--- config.mk ---
export PLATFORM = sky130hd
export DESIGN_NAME = mqtt_control_packet_parser_unit
export DESIGN_NICKNAME = d
export VERILOG_FILES = /design/src/sv/mcpp_pkg.sv /design/src/sv/mcpp_step.sv /design/src/sv/mqtt_control_packet_parser_unit.sv
export SDC_FILE = /design/constraint.sdc
export NUM_CORES = 1
export LEC_CHECK = 0
export BUFFER_PORTS_ARGS = -buffer_cell sky130_fd_sc_hd__buf_2
export CORE_UTILIZATION = 45
export DETAILED_ROUTE_END_ITERATION = 7
export SLEW_MARGIN = 20
export SYNTH_ARGS = -nofsm -noshare
export SYNTH_HDL_FRONTEND = slang
export SYNTH_SLANG_ARGS = --single-unit
--- constraint.sdc ---
create_clock -name clk -period 6.95 [get_ports clk]
set_clock_uncertainty 0.15 [all_clocks]
set_input_delay 1.39 -clock clk [delete_from_list [all_inputs] [get_ports clk]]
set_output_delay 1.39 -clock clk [all_outputs]
set_load 0.05 [all_outputs]
--- src/sv/mcpp_pkg.sv ---
// ----------------------------------------------------------------------------
// mcpp_pkg
// Shared types and codes for the MQTT control packet parser: parse phases,
// record kinds, error codes, and the parser state and result structures.
// ----------------------------------------------------------------------------
package mcpp_pkg;

	// Parse phases.
	localparam logic [4:0] PH_START     = 5'd0;
	localparam logic [4:0] PH_LEN       = 5'd1;
	localparam logic [4:0] PH_DONE      = 5'd2;
	localparam logic [4:0] PH_C_PNL_HI  = 5'd3;
	localparam logic [4:0] PH_C_PNL_LO  = 5'd4;
	localparam logic [4:0] PH_C_PNAME   = 5'd5;
	localparam logic [4:0] PH_C_LEVEL   = 5'd6;
	localparam logic [4:0] PH_C_FLAGS   = 5'd7;
	localparam logic [4:0] PH_C_KA_HI   = 5'd8;
	localparam logic [4:0] PH_C_KA_LO   = 5'd9;
	localparam logic [4:0] PH_C_CIL_HI  = 5'd10;
	localparam logic [4:0] PH_C_CIL_LO  = 5'd11;
	localparam logic [4:0] PH_C_CID     = 5'd12;
	localparam logic [4:0] PH_CA_FLAGS  = 5'd13;
	localparam logic [4:0] PH_CA_CODE   = 5'd14;
	localparam logic [4:0] PH_P_TL_HI   = 5'd15;
	localparam logic [4:0] PH_P_TL_LO   = 5'd16;
	localparam logic [4:0] PH_P_TOPIC   = 5'd17;
	localparam logic [4:0] PH_PID_HI    = 5'd18;
	localparam logic [4:0] PH_PID_LO    = 5'd19;
	localparam logic [4:0] PH_S_TL_HI   = 5'd20;
	localparam logic [4:0] PH_S_TL_LO   = 5'd21;
	localparam logic [4:0] PH_S_TOPIC   = 5'd22;
	localparam logic [4:0] PH_S_QOS     = 5'd23;
	localparam logic [4:0] PH_SA_QOS    = 5'd24;
	localparam logic [4:0] PH_U_TL_HI   = 5'd25;
	localparam logic [4:0] PH_U_TL_LO   = 5'd26;
	localparam logic [4:0] PH_U_TOPIC   = 5'd27;
	localparam logic [4:0] PH_ERR_SKIP  = 5'd28;

	// Record kinds.
	localparam logic [3:0] K_NONE   = 4'd0;
	localparam logic [3:0] K_TYPE   = 4'd1;
	localparam logic [3:0] K_LENGTH = 4'd2;
	localparam logic [3:0] K_HEADER = 4'd3;
	localparam logic [3:0] K_STRING = 4'd4;
	localparam logic [3:0] K_PID    = 4'd5;
	localparam logic [3:0] K_QOS    = 4'd6;
	localparam logic [3:0] K_ERROR  = 4'd7;

	// Error codes carried in the value of an error record.
	localparam logic [27:0] ERR_LONG  = 28'd1;
	localparam logic [27:0] ERR_TYPE  = 28'd2;
	localparam logic [27:0] ERR_TRUNC = 28'd3;

	// Packet types that steer the parse.
	localparam logic [3:0] PT_CONNECT     = 4'd1;
	localparam logic [3:0] PT_CONNACK     = 4'd2;
	localparam logic [3:0] PT_PUBLISH     = 4'd3;
	localparam logic [3:0] PT_PUBACK      = 4'd4;
	localparam logic [3:0] PT_SUBSCRIBE   = 4'd8;
	localparam logic [3:0] PT_SUBACK      = 4'd9;
	localparam logic [3:0] PT_UNSUBSCRIBE = 4'd10;
	localparam logic [3:0] PT_UNSUBACK    = 4'd11;
	localparam logic [3:0] PT_RESERVED_LO = 4'd0;
	localparam logic [3:0] PT_RESERVED_HI = 4'd15;

	// Parser state carried from byte to byte.
	typedef struct packed {
		logic [4:0]  phase;
		logic [3:0]  ptype;
		logic [27:0] len_acc;
		logic [2:0]  len_cnt;
		logic [15:0] str_left;
		logic [7:0]  hi_byte;
	} mcpp_state_t;

	// One output record, with a flag telling whether it is produced.
	typedef struct packed {
		logic        emit;
		logic [3:0]  kind;
		logic [27:0] value;
		logic        pend;
	} mcpp_result_t;

endpackage

--- src/sv/mcpp_step.sv ---
// ----------------------------------------------------------------------------
// mcpp_step
// Combinational parser step: given the current parser state and one packet
// byte, produces the next state and at most one output record.
// ----------------------------------------------------------------------------
module mcpp_step import mcpp_pkg::*; (
	input  mcpp_state_t  cur,
	input  logic [7:0]   data_byte,
	input  logic         last_byte,
	input  logic         emit_str,
	output mcpp_state_t  nxt,
	output mcpp_result_t res
);

	// First phase of the body for each packet type.
	function automatic logic [4:0] body_start(input logic [3:0] t);
		logic [4:0] ph;
		if (t == PT_CONNECT)
			ph = PH_C_PNL_HI;
		else if (t == PT_CONNACK)
			ph = PH_CA_FLAGS;
		else if (t == PT_PUBLISH)
			ph = PH_P_TL_HI;
		else if (t >= PT_PUBACK && t <= PT_UNSUBACK)
			ph = PH_PID_HI;
		else
			ph = PH_DONE;
		return ph;
	endfunction

	// Phase that follows a finished string.
	function automatic logic [4:0] after_string(input logic [4:0] ph);
		logic [4:0] r;
		case (ph)
			PH_C_PNAME: r = PH_C_LEVEL;
			PH_S_TOPIC: r = PH_S_QOS;
			PH_U_TOPIC: r = PH_U_TL_HI;
			default:    r = PH_DONE;
		endcase
		return r;
	endfunction

	// Phases at which a packet may legally end.
	function automatic logic end_ok(input logic [4:0] ph);
		return ph == PH_DONE || ph == PH_S_TL_HI || ph == PH_SA_QOS ||
		       ph == PH_U_TL_HI || ph == PH_ERR_SKIP;
	endfunction

	logic [15:0] w16;
	logic [27:0] len_add;
	logic [15:0] str_dec;
	logic [4:0]  next_ph;
	logic [4:0]  ph_inc;
	logic [3:0]  kind;
	logic [27:0] val;
	logic        have;

	assign w16     = {cur.hi_byte, data_byte};
	assign str_dec = cur.str_left - 16'd1;
	assign ph_inc  = cur.phase + 5'd1;

	// Seven-bit length group placed by its position.
	always_comb begin
		case (cur.len_cnt[1:0])
			2'd0:    len_add = {21'd0, data_byte[6:0]};
			2'd1:    len_add = {14'd0, data_byte[6:0], 7'd0};
			2'd2:    len_add = {7'd0, data_byte[6:0], 14'd0};
			default: len_add = {data_byte[6:0], 21'd0};
		endcase
	end

	// Phase decode and record selection.
	always_comb begin
		nxt     = cur;
		kind    = K_NONE;
		val     = '0;
		have    = 1'b0;
		next_ph = cur.phase;
		case (cur.phase)
			PH_START: begin
				nxt.ptype   = data_byte[7:4];
				nxt.len_acc = '0;
				nxt.len_cnt = '0;
				have        = 1'b1;
				if (data_byte[7:4] == PT_RESERVED_LO || data_byte[7:4] == PT_RESERVED_HI) begin
					kind    = K_ERROR;
					val     = ERR_TYPE;
					next_ph = PH_ERR_SKIP;
				end else begin
					kind    = K_TYPE;
					val     = {24'd0, data_byte[7:4]};
					next_ph = PH_LEN;
				end
			end
			PH_LEN: begin
				if (cur.len_cnt < 3'd4) begin
					nxt.len_acc = cur.len_acc + len_add;
					nxt.len_cnt = cur.len_cnt + 3'd1;
				end
				if (data_byte[7]) begin
					if (nxt.len_cnt >= 3'd4) begin
						have    = 1'b1;
						kind    = K_ERROR;
						val     = ERR_LONG;
						next_ph = PH_ERR_SKIP;
					end
				end else begin
					have    = 1'b1;
					kind    = K_LENGTH;
					val     = nxt.len_acc;
					next_ph = body_start(cur.ptype);
				end
			end
			PH_C_PNL_HI, PH_C_KA_HI, PH_C_CIL_HI, PH_P_TL_HI, PH_PID_HI,
			PH_S_TL_HI, PH_U_TL_HI: begin
				nxt.hi_byte = data_byte;
				next_ph     = ph_inc;
			end
			PH_C_PNL_LO, PH_C_CIL_LO, PH_P_TL_LO, PH_S_TL_LO, PH_U_TL_LO: begin
				have         = 1'b1;
				kind         = K_HEADER;
				val          = {12'd0, w16};
				nxt.str_left = w16;
				next_ph      = (w16 == 16'd0) ? after_string(ph_inc) : ph_inc;
			end
			PH_C_PNAME, PH_C_CID, PH_P_TOPIC, PH_S_TOPIC, PH_U_TOPIC: begin
				if (emit_str) begin
					have = 1'b1;
					kind = K_STRING;
					val  = {20'd0, data_byte};
				end
				nxt.str_left = str_dec;
				if (str_dec == 16'd0)
					next_ph = after_string(cur.phase);
			end
			PH_C_LEVEL, PH_C_FLAGS: begin
				have    = 1'b1;
				kind    = K_HEADER;
				val     = {20'd0, data_byte};
				next_ph = ph_inc;
			end
			PH_C_KA_LO: begin
				have    = 1'b1;
				kind    = K_HEADER;
				val     = {12'd0, w16};
				next_ph = PH_C_CIL_HI;
			end
			PH_CA_FLAGS: begin
				have    = 1'b1;
				kind    = K_HEADER;
				val     = {27'd0, data_byte[0]};
				next_ph = PH_CA_CODE;
			end
			PH_CA_CODE: begin
				have    = 1'b1;
				kind    = K_HEADER;
				val     = {20'd0, data_byte};
				next_ph = PH_DONE;
			end
			PH_PID_LO: begin
				have = 1'b1;
				kind = K_PID;
				val  = {12'd0, w16};
				if (cur.ptype == PT_SUBSCRIBE)
					next_ph = PH_S_TL_HI;
				else if (cur.ptype == PT_SUBACK)
					next_ph = PH_SA_QOS;
				else if (cur.ptype == PT_UNSUBSCRIBE)
					next_ph = PH_U_TL_HI;
				else
					next_ph = PH_DONE;
			end
			PH_S_QOS: begin
				have    = 1'b1;
				kind    = K_QOS;
				val     = {20'd0, data_byte};
				next_ph = PH_S_TL_HI;
			end
			PH_SA_QOS: begin
				have    = 1'b1;
				kind    = K_QOS;
				val     = {20'd0, data_byte};
				next_ph = PH_SA_QOS;
			end
			PH_ERR_SKIP: begin
				next_ph = PH_ERR_SKIP;
			end
			default: begin
				next_ph = PH_DONE;
			end
		endcase
		nxt.phase = next_ph;

		// The final byte always yields a record and clears the parse.
		res.pend = last_byte;
		if (last_byte) begin
			res.emit = 1'b1;
			if (!end_ok(next_ph)) begin
				res.kind  = K_ERROR;
				res.value = ERR_TRUNC;
			end else if (!have) begin
				res.kind  = K_NONE;
				res.value = '0;
			end else begin
				res.kind  = kind;
				res.value = val;
			end
			nxt       = '0;
			nxt.phase = PH_START;
		end else begin
			res.emit  = have;
			res.kind  = kind;
			res.value = val;
		end
	end

endmodule

--- src/sv/mqtt_control_packet_parser_unit.sv ---
// ----------------------------------------------------------------------------
// mqtt_control_packet_parser_unit
// Parses the bytes of one MQTT 3.1.1 control packet and emits one record per
// decoded field: type, remaining length, header fields, string bytes, packet
// ids, QoS values and error codes.
//
// Channel   Direction  Handshake             Payload
// in        input      in_valid / in_ready   data_byte, last_byte
// out       output     out_valid / out_ready field_kind, field_value, payload_end
// cfg       input      cfg_valid / cfg_ready emit_string_bytes
//
// One byte is taken per cycle while in_ready is high. A byte is registered at its
// transfer and runs through the parser step while it sits in the input register;
// its record (if any) is loaded into the output register when the byte advances,
// which it does once the output register is free.
// The parser state register is the only loop; it updates once per byte.
// A stalled output holds its record while one further byte waits in the input
// register; input ready drops only when both are full.
// Reset clears the parser to the start of a packet and sets string-byte
// emission on. Configuration writes are always accepted.
// ----------------------------------------------------------------------------
module mqtt_control_packet_parser_unit import mcpp_pkg::*; (
	input  logic        clk,
	input  logic        arst_n,
	input  logic        in_valid,
	output logic        in_ready,
	input  logic [7:0]  data_byte,
	input  logic        last_byte,
	output logic        out_valid,
	input  logic        out_ready,
	output logic [3:0]  field_kind,
	output logic [27:0] field_value,
	output logic        payload_end,
	input  logic        cfg_valid,
	output logic        cfg_ready,
	input  logic        emit_string_bytes
);

	logic         valid_s1;
	logic [7:0]   byte_s1;
	logic         last_s1;
	logic         emit_str_q;
	mcpp_state_t  state_q;
	mcpp_state_t  state_nxt;
	mcpp_result_t res;
	logic         out_valid_q;
	logic [3:0]   kind_q;
	logic [27:0]  value_q;
	logic         pend_q;
	logic         advance;

	// The byte in the input register moves on when the output register is free.
	assign advance   = valid_s1 && (!out_valid_q || out_ready);
	assign in_ready  = !valid_s1 || advance;
	assign cfg_ready = 1'b1;

	// Configuration register.
	always_ff @(posedge clk or negedge arst_n) begin
		if (!arst_n)
			emit_str_q <= 1'b1;
		else if (cfg_valid)
			emit_str_q <= emit_string_bytes;
	end

	// Input register.
	always_ff @(posedge clk or negedge arst_n) begin
		if (!arst_n)
			valid_s1 <= 1'b0;
		else if (in_ready)
			valid_s1 <= in_valid;
	end

	always_ff @(posedge clk) begin
		if (in_valid && in_ready) begin
			byte_s1 <= data_byte;
			last_s1 <= last_byte;
		end
	end

	// Parser step.
	mcpp_step u_step (
		.cur       (state_q),
		.data_byte (byte_s1),
		.last_byte (last_s1),
		.emit_str  (emit_str_q),
		.nxt       (state_nxt),
		.res       (res)
	);

	// Parser state register.
	always_ff @(posedge clk or negedge arst_n) begin
		if (!arst_n) begin
			state_q <= '{phase: PH_START, default: '0};
		end else if (advance) begin
			state_q <= state_nxt;
		end
	end

	// Output register.
	always_ff @(posedge clk or negedge arst_n) begin
		if (!arst_n)
			out_valid_q <= 1'b0;
		else if (advance && res.emit)
			out_valid_q <= 1'b1;
		else if (out_ready)
			out_valid_q <= 1'b0;
	end

	always_ff @(posedge clk) begin
		if (advance && res.emit) begin
			kind_q  <= res.kind;
			value_q <= res.value;
			pend_q  <= res.pend;
		end
	end

	assign out_valid   = out_valid_q;
	assign field_kind  = kind_q;
	assign field_value = value_q;
	assign payload_end = pend_q;

	// The phase never leaves the defined range.
	assert property (@(posedge clk) disable iff (!arst_n)
		state_q.phase <= PH_ERR_SKIP)
		else $error("parse phase out of range");

	// A final byte returns the parser to the start of a packet.
	assert property (@(posedge clk) disable iff (!arst_n)
		advance && last_s1 |=> state_q.phase == PH_START)
		else $error("parser not cleared after final byte");

	// Inside a string there is always at least one byte left.
	assert property (@(posedge clk) disable iff (!arst_n)
		(state_q.phase == PH_C_PNAME || state_q.phase == PH_C_CID ||
		 state_q.phase == PH_P_TOPIC || state_q.phase == PH_S_TOPIC ||
		 state_q.phase == PH_U_TOPIC) |-> state_q.str_left != 16'd0)
		else $error("string phase with no bytes left");

	// A final byte always produces a record marked as the payload end.
	assert property (@(posedge clk) disable iff (!arst_n)
		advance && last_s1 |=> out_valid_q && pend_q)
		else $error("final byte gave no end record");

endmodule
==> results.sh <==
export IMPL_drtIter0Drc=613
export IMPL_gp_congestion=0.992
export IMPL_cts_resized=0
export IMPL_ys_ff_latch=108
export IMPL_ir_worst_vdd_v=0.000359
export IMPL_worst_path_largest_cell_delay_ps=980
export IMPL_finalCritPeriodShare_pct=66.1
export IMPL_die_w_um=134
export IMPL_endpoint_kind="flip-flop"
export IMPL_crit_chain="inv_1 > nor3_1 > ha_1 > inv_1 > nand2_1 > a21oi_1 > o311ai_0 > a221o_1 > a311oi_2 > nor4b_2 > o21a_1 > o31ai_2 > nor2_1"
export IMPL_place_ws_ps=2400
export IMPL_final_common_cell="nand2_1"
export IMPL_startpoint_type="flip-flop"
export IMPL_syn_to_final_growth_pct=9.46
export IMPL_crit_start="state_q[62]$_DFFE_PN0P_"
export IMPL_antenna_found_initial=0
export IMPL_core_area_um2=16800
export IMPL_crit_slowest_cell="dfrtp_1"
export IMPL_ff2ff_path_depth=13
export IMPL_slew_violations=0
export IMPL_grt_ovfl_total=0
export IMPL_reg2reg_setup_slack_ps=2350
export IMPL_avgSynthCellArea_um2=8.78
export IMPL_wl_met2_um=10700
export IMPL_required_ps=6890
export IMPL_period_minus_slack_ps=4600
export IMPL_vias=7160
export IMPL_num_antenna_cells=0
export IMPL_finalSetupViolations=0
export IMPL_drcViolationCount=0
export IMPL_rsz0062_at_grt="no"
export IMPL_fin_ws_ps=2350
export IMPL_grt_usage_pct=27.5
export IMPL_top_layer="met4"
export IMPL_path_class="flip-flop to flip-flop"
export IMPL_numPortBuffers=48
export IMPL_antenna_left=0
export IMPL_clkSlewWorstSetupHoldPaths_ps=80
export IMPL_routed_wl_um=23900
export IMPL_min_to="state_q[57]$_DFFE_PN0P_"
export IMPL_fmaxAchievable_ghz=0.218
export IMPL_numCtsBuffers=9
export IMPL_grt_max_degree=68
export IMPL_worst_path_buf_inv=2
export IMPL_final_area_um2=8540
export IMPL_drv_cap=0
export IMPL_setup_tns_final_ps=0
export IMPL_final_util_pct=51.0
export IMPL_power_density_nw_per_um2=429
export IMPL_syn_nets=947
export IMPL_internal_power_uw=1810
export IMPL_combPwrFrac_pct=55.6
export IMPL_ys_async_sr_fraction_pct=62.0
export IMPL_fp_dieH_um=134
export IMPL_synth_flop_cell="dfrtp_1"
export IMPL_r2r_start="state_q[62]$_DFFE_PN0P_"
export IMPL_ctsHtreeMaxLevel=3
export IMPL_critPathMaxFanout=28
export IMPL_swShare_pct=50.7
export IMPL_yosysWarnings=0
export IMPL_wl_met1_um=11100
export IMPL_clkSinkCount=108
export IMPL_cts_hold_buffers=0
export IMPL_hold_viol=0
export IMPL_seq_area_frac_synth_pct=37.3
export IMPL_switchingPower_uw=1860
export IMPL_hold_depth=1
export IMPL_cts_root_buf="clkbuf_16"
export IMPL_wl_met3_um=1370
export IMPL_dp_hpwl_um=16700
export IMPL_initial_core_util_pct=46.6
export IMPL_grt_pass1_wl_um=37700
export IMPL_reg2reg_to="field_value[17]$_DFFE_PP_"
export IMPL_status="finished, final reports clean"
export IMPL_rows=47
export IMPL_path_delay_family="compound AO/OA/AOI/OAI gates"
export IMPL_drive_gt1_share_pct=11.2
export IMPL_worstHoldStart="state_q[57]$_DFFE_PN0P_"
export IMPL_layout_common_cells="nand2_1, nor2_1, dfrtp_1"
export IMPL_cp_arrival_ps=4530
export IMPL_postPlaceCellArea_um2=8230
export IMPL_wl_per_cell_um=21.1
export IMPL_tightest_slew_ps=1050
export IMPL_clock_path_buffers=2
export IMPL_synth_edf_count=41
export IMPL_sequentialPowerShare_pct=29.5
export IMPL_p_leak_uw=0.00366
export IMPL_relSlewSlack_pct=30.1
export IMPL_die_area_um2=17900
export IMPL_postCtsSetupBuffers=0
export IMPL_vias_per_cell=6.32
export IMPL_clkPwrFrac_pct=14.9
export IMPL_postSynthCellCount=889
export IMPL_netlist_area_um2=7800
export IMPL_nFillCells=1619
export IMPL_cts_tree="built"
export IMPL_dr_pass1_iters=5
export IMPL_yosys_cell_types_count=83
export IMPL_crit_path_frequent_cell="inv_1"
export IMPL_ios=51
export IMPL_total_power_uw=3660
export IMPL_hold_class="flip-flop to flip-flop"
export IMPL_clock_latency_ps=360
export IMPL_grt_pass1_vias=6831
export IMPL_layout_nets=966
-- power by group through the flow --
stage | logic (uW) | clock network, uW | registers (uW)
3_3_place_gp | 1990 | 0 | 1080
2_1_floorplan | 1280 | 0 | 1260
6_report | 2040 | 547 | 1080
5_1_grt | 2210 | 575 | 1100
4_1_cts | 2020 | 554 | 1080
3_5_place_dp | 2000 | 0 | 1080
-- cell usage after synthesis (8+ instances only) --
library cell  instances  area share, %
clkbuf_1             41            2.0
o21ai_0              57            3.7
mux2i_1              12            1.5
a21oi_1              63            4.0
a22oi_1               8           0.77
ha_1                 42            6.7
nand4_1               8           0.64
xnor2_1              22            2.5
xor2_1               10            1.1
a22o_1               34            3.8
dfrtp_1              66             21
nand3_1              14           0.90
a21o_1               17            1.6
o21bai_1             11            1.1
nor2_1               75            3.6
o22ai_1              11           0.88
edfxtp_1             41             16
and3_1               14            1.1
inv_1                28            1.3
and2_1               34            2.7
nor3_1               23            1.5
nor4_1               11           0.88
nand2_1              96            4.6
-- cells by family after synthesis --
family                     share of synthesized area, %
and+or+nand+nor                                    20.6
AOI/OAI and AO/OA                                  25.3
DFF                                                37.3
buffers and inverters                              4.30
adders and majority gates                          6.99
xor gates and xnor gates                           3.59
muxes                                              1.83
other                                            0.0963
-- metrics by stage --
step | hold slack [ps] | cells
2_1_floorplan | 298 | 889
4_1_cts | 362 | 1133
3_5_place_dp | 343 | 1117
3_3_place_gp | 341 | 1117
5_1_grt | 393 | 1133
6_report | 354 | 1133
-- sequential cells by signal, summed over array words and instances (netlist names) --
name,cells
field_kind,3
last_s1,1
valid_s1,1
state_q,64
emit_str_q,1
payload_end,1
field_value,28
byte_s1,8
out_valid,1
-- how the worst max path moves through the flow --
stage | endpoint | slack, ps | depth (start not counted)
after floorplan | field_kind[0]$_DFFE_PP_ | 2880 | 8
after global placement | field_value[21]$_DFFE_PP_ | 2370 | 13
after detailed placement | field_value[17]$_DFFE_PP_ | 2400 | 13
after CTS | field_value[17]$_DFFE_PP_ | 2360 | 13
after global routing | field_value[21]$_DFFE_PP_ | 2000 | 11
final | field_value[17]$_DFFE_PP_ | 2350 | 13
-- metal layers --
layer / GRT usage, % / vias to the layer above
met5: 0 / -
met4: 10.4 / 0
met3: 4.45 / 50
met2: 42.8 / 285
met1: 38.4 / 3503
li1: - / 3322
-- final cells by class --
class                           count  area, um2  area share, %
Tap cell                          220        275           3.22
Timing Repair Buffer               62        345           4.04
Clock inverter                      6       70.1          0.820
Clock buffer                       10        239           2.80
Multi-Input combinational cell    697       4590           53.7
Inverter                           30        113           1.32
Sequential cell                   108       2910           34.1
-- worst register-to-register path: stages, from the launching register on --
cell,delay (ps)
dfrtp_1,980
inv_1,330
nor3_1,270
ha_1,310
inv_1,110
nand2_1,60
a21oi_1,230
o311ai_0,150
a221o_1,300
a311oi_2,340
nor4b_2,130
o21a_1,210
o31ai_2,640
nor2_1,120
(Power assumes the default switching activity.)
